`src/design/hbte_pkg.sv`:
```
// ----------------------------------------------------------------------------
// hbte_pkg
// Shared types, byte constants and the decimal digit conversion of the
// half-block truecolor text encoder.
// ----------------------------------------------------------------------------
package hbte_pkg;

  // Default depth of the command queue between front and back
  localparam int unsigned FIFO_DEPTH = 4;

  // Input transaction: one text cell
  typedef struct packed {
    logic [7:0] top_red;
    logic [7:0] top_green;
    logic [7:0] top_blue;
    logic [7:0] bottom_red;
    logic [7:0] bottom_green;
    logic [7:0] bottom_blue;
    logic       bottom_absent;
    logic       row_end;
  } cell_t;

  // Output transaction: one byte of the terminal stream
  typedef struct packed {
    logic [7:0] out_byte;
    logic       last_byte;
  } result_t;

  // One color channel in decimal, with flags for the leading digits
  typedef struct packed {
    logic [3:0] hund;
    logic [3:0] tens;
    logic [3:0] ones;
    logic       hund_vld;
    logic       tens_vld;
  } dec_t;

  typedef struct packed {
    dec_t red;
    dec_t green;
    dec_t blue;
  } rgb_dec_t;

  // Classified cell handed from front to back
  typedef struct packed {
    logic     fg_en;
    logic     bg_en;
    logic     row_end;
    rgb_dec_t fg;
    rgb_dec_t bg;
  } cmd_t;

  // Bytes of the stream
  localparam logic [7:0] BYTE_ESC      = 8'h1B;
  localparam logic [7:0] BYTE_LBRACKET = 8'h5B;
  localparam logic [7:0] BYTE_SEMI     = 8'h3B;
  localparam logic [7:0] BYTE_M        = 8'h6D;
  localparam logic [7:0] BYTE_ZERO     = 8'h30;
  localparam logic [7:0] BYTE_TWO      = 8'h32;
  localparam logic [7:0] BYTE_THREE    = 8'h33;
  localparam logic [7:0] BYTE_FOUR     = 8'h34;
  localparam logic [7:0] BYTE_EIGHT    = 8'h38;
  localparam logic [7:0] BYTE_NEWLINE  = 8'h0A;
  localparam logic [7:0] GLYPH_0       = 8'hE2;
  localparam logic [7:0] GLYPH_1       = 8'h96;
  localparam logic [7:0] GLYPH_2       = 8'h80;

  // 8-bit value to three decimal digits; tens by reciprocal multiply (x205 >> 11)
  function automatic dec_t to_dec(logic [7:0] v);
    dec_t        d;
    logic [1:0]  h;
    logic [7:0]  rem8;
    logic [6:0]  r;
    logic [14:0] prod;
    logic [3:0]  t;
    h    = (v >= 8'd200) ? 2'd2 : ((v >= 8'd100) ? 2'd1 : 2'd0);
    rem8 = v - (8'(h) * 8'd100);
    r    = rem8[6:0];
    prod = 15'(r) * 15'd205;
    t    = prod[14:11];
    d.hund     = {2'b00, h};
    d.tens     = t;
    d.ones     = 4'(r - (7'(t) * 7'd10));
    d.hund_vld = (h != 2'd0);
    d.tens_vld = (h != 2'd0) || (t != 4'd0);
    return d;
  endfunction

endpackage

```
`src/design/hbte_fifo.sv`:
```
// ----------------------------------------------------------------------------
// hbte_fifo
// Short command queue between front and back; head is read directly.
// Depth must be 2 or more.
// ----------------------------------------------------------------------------
module hbte_fifo #(
  parameter int unsigned Depth = hbte_pkg::FIFO_DEPTH
) (
  input  logic           clk_i,
  input  logic           rst_ni,
  input  logic           push_i,
  input  hbte_pkg::cmd_t data_i,
  output logic           full_o,
  input  logic           pop_i,
  output hbte_pkg::cmd_t data_o,
  output logic           valid_o
);

  localparam int unsigned AW = $clog2(Depth);
  localparam int unsigned CW = $clog2(Depth + 1);

  hbte_pkg::cmd_t mem_q [Depth];
  logic [AW-1:0]  wr_ptr_q, wr_ptr_d;
  logic [AW-1:0]  rd_ptr_q, rd_ptr_d;
  logic [CW-1:0]  cnt_q, cnt_d;
  logic           do_push, do_pop;

  assign full_o  = (cnt_q == CW'(Depth));
  assign valid_o = (cnt_q != '0);
  assign data_o  = mem_q[rd_ptr_q];

  assign do_push = push_i && !full_o;
  assign do_pop  = pop_i && valid_o;

  // Pointer and occupancy update
  always_comb begin
    wr_ptr_d = wr_ptr_q;
    rd_ptr_d = rd_ptr_q;
    cnt_d    = cnt_q;
    if (do_push) begin
      wr_ptr_d = (wr_ptr_q == AW'(Depth - 1)) ? '0 : wr_ptr_q + AW'(1);
    end
    if (do_pop) begin
      rd_ptr_d = (rd_ptr_q == AW'(Depth - 1)) ? '0 : rd_ptr_q + AW'(1);
    end
    if (do_push && !do_pop) begin
      cnt_d = cnt_q + CW'(1);
    end else if (do_pop && !do_push) begin
      cnt_d = cnt_q - CW'(1);
    end
  end

  always_ff @(posedge clk_i or negedge rst_ni) begin
    if (!rst_ni) begin
      wr_ptr_q <= '0;
      rd_ptr_q <= '0;
      cnt_q    <= '0;
    end else begin
      wr_ptr_q <= wr_ptr_d;
      rd_ptr_q <= rd_ptr_d;
      cnt_q    <= cnt_d;
    end
  end

  // Storage
  always_ff @(posedge clk_i) begin
    if (do_push) begin
      mem_q[wr_ptr_q] <= data_i;
    end
  end

endmodule

```
`src/design/hbte_front.sv`:
```
// ----------------------------------------------------------------------------
// hbte_front
// Accepts cells, decides which color escapes are needed against the
// remembered row colors and converts the colors to decimal digits.
// ----------------------------------------------------------------------------
module hbte_front (
  input  logic            clk_i,
  input  logic            rst_ni,
  input  logic            push,
  input  hbte_pkg::cell_t cell_i,
  input  logic            cmd_full_i,
  output logic            cmd_push_o,
  output hbte_pkg::cmd_t  cmd_o
);

  logic        fore_known_q, fore_known_d;
  logic        back_known_q, back_known_d;
  logic [23:0] fore_color_q, fore_color_d;
  logic [23:0] back_color_q, back_color_d;
  logic [23:0] top_rgb, bot_rgb;
  logic        accept;

  assign accept     = push && !cmd_full_i;
  assign cmd_push_o = accept;

  // Missing lower pixel counts as black
  assign top_rgb = {cell_i.top_red, cell_i.top_green, cell_i.top_blue};
  assign bot_rgb = cell_i.bottom_absent ? 24'd0 :
                   {cell_i.bottom_red, cell_i.bottom_green, cell_i.bottom_blue};

  // Classification and decimal conversion
  always_comb begin
    cmd_o.fg_en     = !fore_known_q || (top_rgb != fore_color_q);
    cmd_o.bg_en     = !back_known_q || (bot_rgb != back_color_q);
    cmd_o.row_end   = cell_i.row_end;
    cmd_o.fg.red    = hbte_pkg::to_dec(top_rgb[23:16]);
    cmd_o.fg.green  = hbte_pkg::to_dec(top_rgb[15:8]);
    cmd_o.fg.blue   = hbte_pkg::to_dec(top_rgb[7:0]);
    cmd_o.bg.red    = hbte_pkg::to_dec(bot_rgb[23:16]);
    cmd_o.bg.green  = hbte_pkg::to_dec(bot_rgb[15:8]);
    cmd_o.bg.blue   = hbte_pkg::to_dec(bot_rgb[7:0]);
  end

  // Row color memory; row end forgets everything
  always_comb begin
    fore_known_d = fore_known_q;
    back_known_d = back_known_q;
    fore_color_d = fore_color_q;
    back_color_d = back_color_q;
    if (accept) begin
      if (cell_i.row_end) begin
        fore_known_d = 1'b0;
        back_known_d = 1'b0;
        fore_color_d = '0;
        back_color_d = '0;
      end else begin
        fore_known_d = 1'b1;
        back_known_d = 1'b1;
        fore_color_d = top_rgb;
        back_color_d = bot_rgb;
      end
    end
  end

  always_ff @(posedge clk_i or negedge rst_ni) begin
    if (!rst_ni) begin
      fore_known_q <= 1'b0;
      back_known_q <= 1'b0;
      fore_color_q <= '0;
      back_color_q <= '0;
    end else begin
      fore_known_q <= fore_known_d;
      back_known_q <= back_known_d;
      fore_color_q <= fore_color_d;
      back_color_q <= back_color_d;
    end
  end

endmodule

```
`src/design/hbte_back.sv`:
```
// ----------------------------------------------------------------------------
// hbte_back
// Byte sequencer: walks the segments of the head command (foreground
// escape, background escape, glyph, row reset) into the output register,
// one byte per cycle while it is empty or popped, skipping leading zero digits.
// ----------------------------------------------------------------------------
module hbte_back (
  input  logic              clk_i,
  input  logic              rst_ni,
  input  hbte_pkg::cmd_t    cmd_i,
  input  logic              cmd_valid_i,
  output logic              cmd_pop_o,
  output logic              empty,
  input  logic              pop,
  output hbte_pkg::result_t result_o
);

  // Segment codes
  localparam logic [1:0] SEG_FG  = 2'd0;
  localparam logic [1:0] SEG_BG  = 2'd1;
  localparam logic [1:0] SEG_GLY = 2'd2;
  localparam logic [1:0] SEG_RST = 2'd3;

  // Escape slot positions
  localparam logic [4:0] SLOT_RH   = 5'd7;
  localparam logic [4:0] SLOT_RT   = 5'd8;
  localparam logic [4:0] SLOT_RO   = 5'd9;
  localparam logic [4:0] SLOT_GH   = 5'd11;
  localparam logic [4:0] SLOT_GT   = 5'd12;
  localparam logic [4:0] SLOT_GO   = 5'd13;
  localparam logic [4:0] SLOT_BH   = 5'd15;
  localparam logic [4:0] SLOT_BT   = 5'd16;
  localparam logic [4:0] SLOT_BO   = 5'd17;
  localparam logic [4:0] ESC_LAST  = 5'd18;
  localparam logic [4:0] GLY_LAST  = 5'd2;
  localparam logic [4:0] RST_LAST  = 5'd4;

  logic [1:0]        seg_q, seg_d, seg_eff;
  logic [4:0]        slot_q, slot_d;
  logic [4:0]        n1, n2, n3, slot_next, seg_last;
  logic              out_vld_q, out_vld_d;
  hbte_pkg::result_t out_q, out_d;
  hbte_pkg::rgb_dec_t rgb;
  logic              advance, pop_fire, seg_done, item_done;
  logic [7:0]        cur_byte;
  logic [7:0]        layer;

  function automatic logic slot_ok(logic [4:0] s, hbte_pkg::rgb_dec_t c);
    logic ok;
    case (s)
      SLOT_RH: ok = c.red.hund_vld;
      SLOT_RT: ok = c.red.tens_vld;
      SLOT_GH: ok = c.green.hund_vld;
      SLOT_GT: ok = c.green.tens_vld;
      SLOT_BH: ok = c.blue.hund_vld;
      SLOT_BT: ok = c.blue.tens_vld;
      default: ok = 1'b1;
    endcase
    return ok;
  endfunction

  function automatic logic [7:0] digit(logic [3:0] d);
    return hbte_pkg::BYTE_ZERO | {4'b0000, d};
  endfunction

  // Skip segments the command does not need
  always_comb begin
    seg_eff = seg_q;
    if (seg_eff == SEG_FG && !cmd_i.fg_en) begin
      seg_eff = SEG_BG;
    end
    if (seg_eff == SEG_BG && !cmd_i.bg_en) begin
      seg_eff = SEG_GLY;
    end
  end

  assign rgb   = (seg_eff == SEG_FG) ? cmd_i.fg : cmd_i.bg;
  assign layer = (seg_eff == SEG_FG) ? hbte_pkg::BYTE_THREE : hbte_pkg::BYTE_FOUR;

  // Byte at the current slot
  always_comb begin
    cur_byte = hbte_pkg::BYTE_ZERO;
    case (seg_eff)
      SEG_FG, SEG_BG: begin
        case (slot_q)
          5'd0:    cur_byte = hbte_pkg::BYTE_ESC;
          5'd1:    cur_byte = hbte_pkg::BYTE_LBRACKET;
          5'd2:    cur_byte = layer;
          5'd3:    cur_byte = hbte_pkg::BYTE_EIGHT;
          5'd5:    cur_byte = hbte_pkg::BYTE_TWO;
          SLOT_RH: cur_byte = digit(rgb.red.hund);
          SLOT_RT: cur_byte = digit(rgb.red.tens);
          SLOT_RO: cur_byte = digit(rgb.red.ones);
          SLOT_GH: cur_byte = digit(rgb.green.hund);
          SLOT_GT: cur_byte = digit(rgb.green.tens);
          SLOT_GO: cur_byte = digit(rgb.green.ones);
          SLOT_BH: cur_byte = digit(rgb.blue.hund);
          SLOT_BT: cur_byte = digit(rgb.blue.tens);
          SLOT_BO: cur_byte = digit(rgb.blue.ones);
          ESC_LAST: cur_byte = hbte_pkg::BYTE_M;
          default: cur_byte = hbte_pkg::BYTE_SEMI;
        endcase
      end
      SEG_GLY: begin
        case (slot_q)
          5'd0:    cur_byte = hbte_pkg::GLYPH_0;
          5'd1:    cur_byte = hbte_pkg::GLYPH_1;
          default: cur_byte = hbte_pkg::GLYPH_2;
        endcase
      end
      default: begin
        case (slot_q)
          5'd0:    cur_byte = hbte_pkg::BYTE_ESC;
          5'd1:    cur_byte = hbte_pkg::BYTE_LBRACKET;
          5'd2:    cur_byte = hbte_pkg::BYTE_ZERO;
          5'd3:    cur_byte = hbte_pkg::BYTE_M;
          default: cur_byte = hbte_pkg::BYTE_NEWLINE;
        endcase
      end
    endcase
  end

  // End of segment and of the whole cell
  always_comb begin
    case (seg_eff)
      SEG_FG, SEG_BG: seg_last = ESC_LAST;
      SEG_GLY:        seg_last = GLY_LAST;
      default:        seg_last = RST_LAST;
    endcase
  end

  assign seg_done  = (slot_q == seg_last);
  assign item_done = seg_done &&
                     ((seg_eff == SEG_RST) || (seg_eff == SEG_GLY && !cmd_i.row_end));

  // Next present slot; at most two digit slots in a row are skipped
  assign n1 = slot_q + 5'd1;
  assign n2 = slot_q + 5'd2;
  assign n3 = slot_q + 5'd3;
  assign slot_next = slot_ok(n1, rgb) ? n1 : (slot_ok(n2, rgb) ? n2 : n3);

  // Output register handshake
  assign pop_fire  = pop && out_vld_q;
  assign advance   = cmd_valid_i && (!out_vld_q || pop_fire);
  assign cmd_pop_o = advance && item_done;
  assign empty     = !out_vld_q;
  assign result_o  = out_q;

  always_comb begin
    seg_d     = seg_q;
    slot_d    = slot_q;
    out_d     = out_q;
    out_vld_d = out_vld_q;
    if (pop_fire) begin
      out_vld_d = 1'b0;
    end
    if (advance) begin
      out_vld_d          = 1'b1;
      out_d.out_byte     = cur_byte;
      out_d.last_byte    = item_done;
      if (item_done) begin
        seg_d  = SEG_FG;
        slot_d = '0;
      end else if (seg_done) begin
        seg_d  = seg_eff + 2'd1;
        slot_d = '0;
      end else begin
        seg_d  = seg_eff;
        slot_d = slot_next;
      end
    end
  end

  always_ff @(posedge clk_i or negedge rst_ni) begin
    if (!rst_ni) begin
      seg_q     <= SEG_FG;
      slot_q    <= '0;
      out_vld_q <= 1'b0;
    end else begin
      seg_q     <= seg_d;
      slot_q    <= slot_d;
      out_vld_q <= out_vld_d;
    end
  end

  always_ff @(posedge clk_i) begin
    out_q <= out_d;
  end

endmodule

```
`src/design/half_block_truecolor_text_encoder.sv`:
```
// ----------------------------------------------------------------------------
// half_block_truecolor_text_encoder
// Turns cells of two RGB pixels into the truecolor terminal byte stream of
// upper-half-block glyphs.
// ----------------------------------------------------------------------------
// Each cell produces between 3 and 46 bytes (glyph only, up to two color
// escapes of 13 to 19 bytes each, plus 5 bytes at row end), and the block
// sends one byte per clock while the receiver keeps popping; the byte
// sequencer in the back end sets this rate. Cells are classified on entry
// and wait in a queue of FifoDepth entries, so push keeps being taken, while
// the queue has room, as earlier cells are still being sent; the last result
// byte of each cell is flagged with last_byte.
module half_block_truecolor_text_encoder #(
  parameter int unsigned FifoDepth = hbte_pkg::FIFO_DEPTH
) (
  input  logic              clk_i,
  input  logic              rst_ni,
  input  logic              push,
  output logic              full,
  input  hbte_pkg::cell_t   cell_i,
  output logic              empty,
  input  logic              pop,
  output hbte_pkg::result_t result_o
);

  hbte_pkg::cmd_t cmd_in, cmd_head;
  logic           cmd_push, cmd_pop, cmd_valid;

  // Front: accept and classify
  hbte_front u_front (
    .clk_i      (clk_i),
    .rst_ni     (rst_ni),
    .push       (push),
    .cell_i     (cell_i),
    .cmd_full_i (full),
    .cmd_push_o (cmd_push),
    .cmd_o      (cmd_in)
  );

  // Command queue
  hbte_fifo #(
    .Depth (FifoDepth)
  ) u_fifo (
    .clk_i   (clk_i),
    .rst_ni  (rst_ni),
    .push_i  (cmd_push),
    .data_i  (cmd_in),
    .full_o  (full),
    .pop_i   (cmd_pop),
    .data_o  (cmd_head),
    .valid_o (cmd_valid)
  );

  // Back: byte sequencer and output register
  hbte_back u_back (
    .clk_i       (clk_i),
    .rst_ni      (rst_ni),
    .cmd_i       (cmd_head),
    .cmd_valid_i (cmd_valid),
    .cmd_pop_o   (cmd_pop),
    .empty       (empty),
    .pop         (pop),
    .result_o    (result_o)
  );

endmodule

```
`config.mk`:
```
export PLATFORM = sky130hd
export DESIGN_NAME = half_block_truecolor_text_encoder
export DESIGN_NICKNAME = d
export VERILOG_FILES = /design/src/design/hbte_pkg.sv /design/src/design/hbte_fifo.sv /design/src/design/hbte_front.sv /design/src/design/hbte_back.sv /design/src/design/half_block_truecolor_text_encoder.sv
export SDC_FILE = /design/constraint.sdc
export NUM_CORES = 1
export LEC_CHECK = 0
export CORE_UTILIZATION = 26
export DETAILED_ROUTE_END_ITERATION = 6
export DONT_BUFFER_PORTS = 1
export SYNTH_ARGS = -nofsm -noshare
export SYNTH_HDL_FRONTEND = slang
export SYNTH_SLANG_ARGS = --single-unit
```
`constraint.sdc`:
```
create_clock -name clk_i -period 9 [get_ports clk_i]
set_clock_uncertainty 0.05 [all_clocks]
set_input_delay 1.8 -clock clk_i [delete_from_list [all_inputs] [get_ports clk_i]]
set_output_delay 1.8 -clock clk_i [all_outputs]
set_load 0.03 [all_outputs]
```
# After elaboration in Yosys (flattened, before gate mapping)
# Memory sizes are Yosys's and may differ from the RTL's.
# Index checks and enable logic that the tools add are counted.
[classes]
add_sub_neg = 20
n_mul = 18
n_lt_le_gt_ge = 12
n_eq_ne = 36
n_mux = 41
n_reduce_logical = 49
[op_table]
columns = ["cell", "count"]
rows = [
  ["case mux 8 bit (15 select lines)", 1],
  ["multiplier 7 x 8 -> 15 bit (second input constant)", 6],
  ["2-to-1 mux 24 bit", 3],
  ["equality test 5 x 4 -> 1 bit (second input constant)", 14],
  [">= comparator 8 x 7 -> 1 bit (second input constant)", 6],
  [">= comparator 8 bit (second input constant)", 6],
  ["!= test 24 bit", 2],
  ["2-to-1 mux 42 bit", 1],
  ["subtractor 7 bit", 6],
  ["multiplier 2 x 5 -> 5 bit (second input constant)", 6],
  ["case mux 7 bit (4 select lines)", 1],
  ["equality test 5 bit (second input constant)", 5],
  ["multiplier 4 x 3 -> 3 bit (second input constant)", 6],
  ["2-to-1 mux 2 bit", 12],
  ["nonzero test 4 bit", 6],
  ["subtractor 4 bit", 6],
  ["equality test 5 x 3 -> 1 bit (second input constant)", 4],
  ["2-to-1 mux 5 bit", 4],
  ["case mux 8 bit (2 select lines)", 1],
  ["nonzero test 2 bit", 8],
  ["case mux 7 bit (2 select lines)", 1],
  ["logical AND 1 bit", 12],
  ["case mux 1 bit (6 select lines)", 2],
  ["2-to-1 mux 1 bit", 11],
  ["other kinds (19)", 46],
]
[word_totals]
register_bits = 73
ram_bits = 300
out_inout_bits = 11
word_cells = 188
n_memories = 1
[memory_table]
columns = ["name", "depth", "word_bits", "rd", "rd_clocked_by_memory_dff", "write_ports", "line_no", "source"]
rows = [
  ["u_fifo.mem_q", 4, 75, 1, 0, 1, "hbte_fifo.sv:22", "hbte_pkg::cmd_t mem_q [Depth];"],
]

# Longest topological paths before layout
# An unclocked memory read counts as a cell.
[logic_depth]
depth_word = 17
depth_mapped = 32
depth_no_buf = 31

# Hierarchy
# From an unflattened synthesis, not the netlist that was laid out.
[unflattened]
hier_cells = 1892
hier_area_um2 = 25087.8
[by_module_without_submodules]
columns = ["module", "instances", "cells_each", "area_per_inst_um2"]
rows = [
  ["hbte_fifo", 1, 492, 12983.7],
  ["hbte_front", 1, 1100, 9676.8],
  ["hbte_back", 1, 300, 2427.3],
]

# Least setup slack after synthesis
# No wires, ideal clock.
[synth_timing]
kind = "in2reg"
startpoint = "input cell_i[46] (netlist name)"
endpoint = "memory u_fifo.mem_q[0][65] (netlist name), data pin"
t_arrival_ns = 7.866
t_required_ns = 8.670
path_slack_ns = 0.804
path_stages = 28
path_buffers = 1
path_cell_list = "clkbuf_1 o311ai_0 nand2_1 inv_1 ha_1 inv_1 fa_1 o21a_1 nor2_1 xnor2_1 ha_1 ha_1 fa_1 inv_1 fa_1 inv_1 ha_1 o211a_1 o21a_1 o2111ai_1 nand3b_1 xor2_1 ha_1 inv_1 fa_1 xnor2_1 xnor2_1 xnor2_1"
[synth_rtl]
columns = ["element", "line_no", "source"]
rows = [
  ["start, declared", "half_block_truecolor_text_encoder.sv:20", "input hbte_pkg::cell_t cell_i,"],
  ["end, declared", "hbte_fifo.sv:22", ""],
]

==> results.cfg <==
[place]
dp.cells = 2802
place_ws_ps = 536
routabilityCongestion = 0.808
placed_area_um2 = 23700
hpwlAfterDp_mm = 37.4
port_buffers = 0

[global_routing]
track_usage = 0.120
grt_max_degree = 80
grt_pass1_vias = 14234
overflow = 0
grt_pass1_wl_mm = 80.8
antenna_found_initial = 0

[logic_synthesis]
syn_area_per_cell_um2 = 13.1
yosysWarnings = 0
syn_inst = 1706
yosys.area.top_type = edfxtp_1
synth_area_leaders = edfxtp_1 (41%), ha_1 (14%), mux4_2 (7.3%)
yosysSeqAreaShare = 0.485
ys_top_cells_by_count = edfxtp_1 (309), ha_1 (246), inv_1 (188)
syn_area_um2 = 22400
synth_top_flop_cell = edfxtp_1
yosysMostFrequentCell = edfxtp_1
ys_seq_elements = 373
synth_top_area_frac = 0.414
syn_nets = 2064
ys_async_sr_fraction = 0.172
synth.distinct_cells = 76
synth-edff-count = 309

[pwr]
p_leak_nw = 9.92
ir_worst_vdd_mv = 0.160
power_density_nw_per_um2 = 375

[cts]
root_buffer = clkbuf_16
clock-sinks = 373
cts.clk_slew.worst_paths_ps = 60
htreeDepth = 2
clk_latency_ps = 550
ctsResizeCount = 0
tritoncts = built
cts_hold_buf = 0
cts-buffers-inserted = 42
cts_setup_buffers = 0
clock_path_buffers = 3

[setup_path]
criticalPathCategory = primary input to flop
critPathMaxStageDelay_ps = 500
arrival_ps = 8090
path_max_fanout = 7
cpMostUsedCell = inv_1
critPathSlowestCell = fa_1
critPathLaunchType = primary input
crit_required_ps = 9200
crit_path_end_kind = flop

[final_layout]
antenna_cells = 0
fin_util = 0.294
fin_cells = 2877
nets = 2060
fillerInstances = 8505
areaGrowthSynthToFinish_pct = 11.9
final_layout_size_suffix_gt1_frac = 0.111
final_cell_area_um2 = 25100

[floorplanning]
fp.dieW_um = 296
ios = 65
core_area_um2 = 85300
num_rows = 107
die_h_um = 296
dieArea_um2 = 87400
initial_core_util = 0.263

[sta]
rsz0062_at_grt = no
setup_viol = 0
worstMarginPinSlew_ps = 1050
slew_violations = 0
min_period_ps = 7880
fin_tns_setup_ps = 0
finalHoldViolCount = 0
finalCritPeriodShare = 0.876
fmax_mhz = 127
layout_setup_ws_ps = 1120
slew_headroom = 0.296

[routing]
ant_nets = 0
dr.pass1.iters = 5
wl_per_cell_um = 18.0
drt-initial-drc-count = 1029
vias = 13507
drc_errors = 0
viasPerCell = 4.69
wirelength_mm = 51.8

[hold_path]
holdCritPathClass = flop to flop

[outcome]
status = finished, final reports clean

[flow_run]
cap_violations = 0
## logic make-up (layout without fill, tap and decap cells)
kind of cell,Yosys count,in the layout,share of synthesized area
muxes,115,115,0.0941
xor gates and xnor gates,109,109,0.0426
AOI/OAI and AO/OA,259,259,0.0759
buffers and inverters,251,278,0.0435
and+or+nand+nor,295,295,0.0698
DFF,373,373,0.485
adders and majority gates,304,304,0.189
## flip-flops by register name, summed over array words and instances (netlist names)
register and flops:
u_back.out_vld_q 1, u_back.result_o 9, u_back.seg_q 2, u_back.slot_q 5
u_fifo.cnt_q 3, u_fifo.mem_q 300, u_fifo.rd_ptr_q 2, u_fifo.wr_ptr_q 2
u_front.back_color_q 24, u_front.fore_color_q 24, u_front.fore_known_q 1
## power by group
part	switching, mW	internal [mW]
combinational	2.61	1.74
sequential	0.277	3.07
clock	0.696	1.02
## critical path, delay by kind of cell
family,cells,cell delay [ps]
buffers and inverters,6,460
AOI/OAI and AO/OA,5,1030
adders and majority gates,9,2880
xor gates and xnor gates,5,1260
and+or+nand+nor,4,620
## per-stage QoR
| step | power [mW] | hold slack (ps) |
|---|---|---|
| 2_1_floorplan | 6.51 | 406 |
| 3_3_place_gp | 7.59 | 425 |
| 3_5_place_dp | 7.78 | 428 |
| 4_1_cts | 9.54 | 436 |
| 5_1_grt | 10.1 | 477 |
| 6_report | 9.42 | 438 |
## final cells by class
class                   count  area (µm²)  share of cell area
clock inverters            25         275              0.0110
clock buffers              50        1100              0.0439
well taps                1144        1430              0.0570
flip-flops and latches    373       10900               0.434
inverters                 189         709              0.0283
repair buffers             14         105             0.00419
multi-input cells        1082       10600               0.422
## per-layer routing
metal	vias to the layer above	track usage	wire [µm]
met5	-	0	0
met4	0	0.0442	1670
met3	71	0.0241	2760
met2	310	0.205	25300
met1	6826	0.148	22100
li1	6300	-	-
## worst paths after layout
kind / startpoint / to / slack [ps] / depth (start not counted)
min: u_fifo.cnt_q[2] / u_fifo.cnt_q[2] / 440 / 1
min reg2reg: u_fifo.cnt_q[2] / u_fifo.cnt_q[2] / 440 / 1
max reg2reg: u_fifo.rd_ptr_q[1] / u_back.slot_q[4] / 3290 / 13
max: cell_i[30] / u_fifo.mem_q[0][41] / 1120 / 29
max in group asynchronous: rst_ni / u_front.back_color_q[19] / 7870 / 0
min in group asynchronous: rst_ni / u_front.back_color_q[2] / 890 / 0
## cell usage in the layout (no fill, tap or decap), drive strengths merged, types with 13 or more instances in the layout
cell,n
edfxtp,309
ha,246
inv,193
nand2,81
mux4,75
xnor2,64
dfrtp,64
fa,58
a21oi,56
o21ai,54
clkbuf,50
xor2,45
nor2,41
nand2b,32
nand3,30
mux2i,29
a31oi,23
o31ai,19
o22ai,16
nor2b,15
nor3,14
or2,14
buf,14
nor4,14
a21o,13
clkinv,13
(Power assumes the default switching activity.)
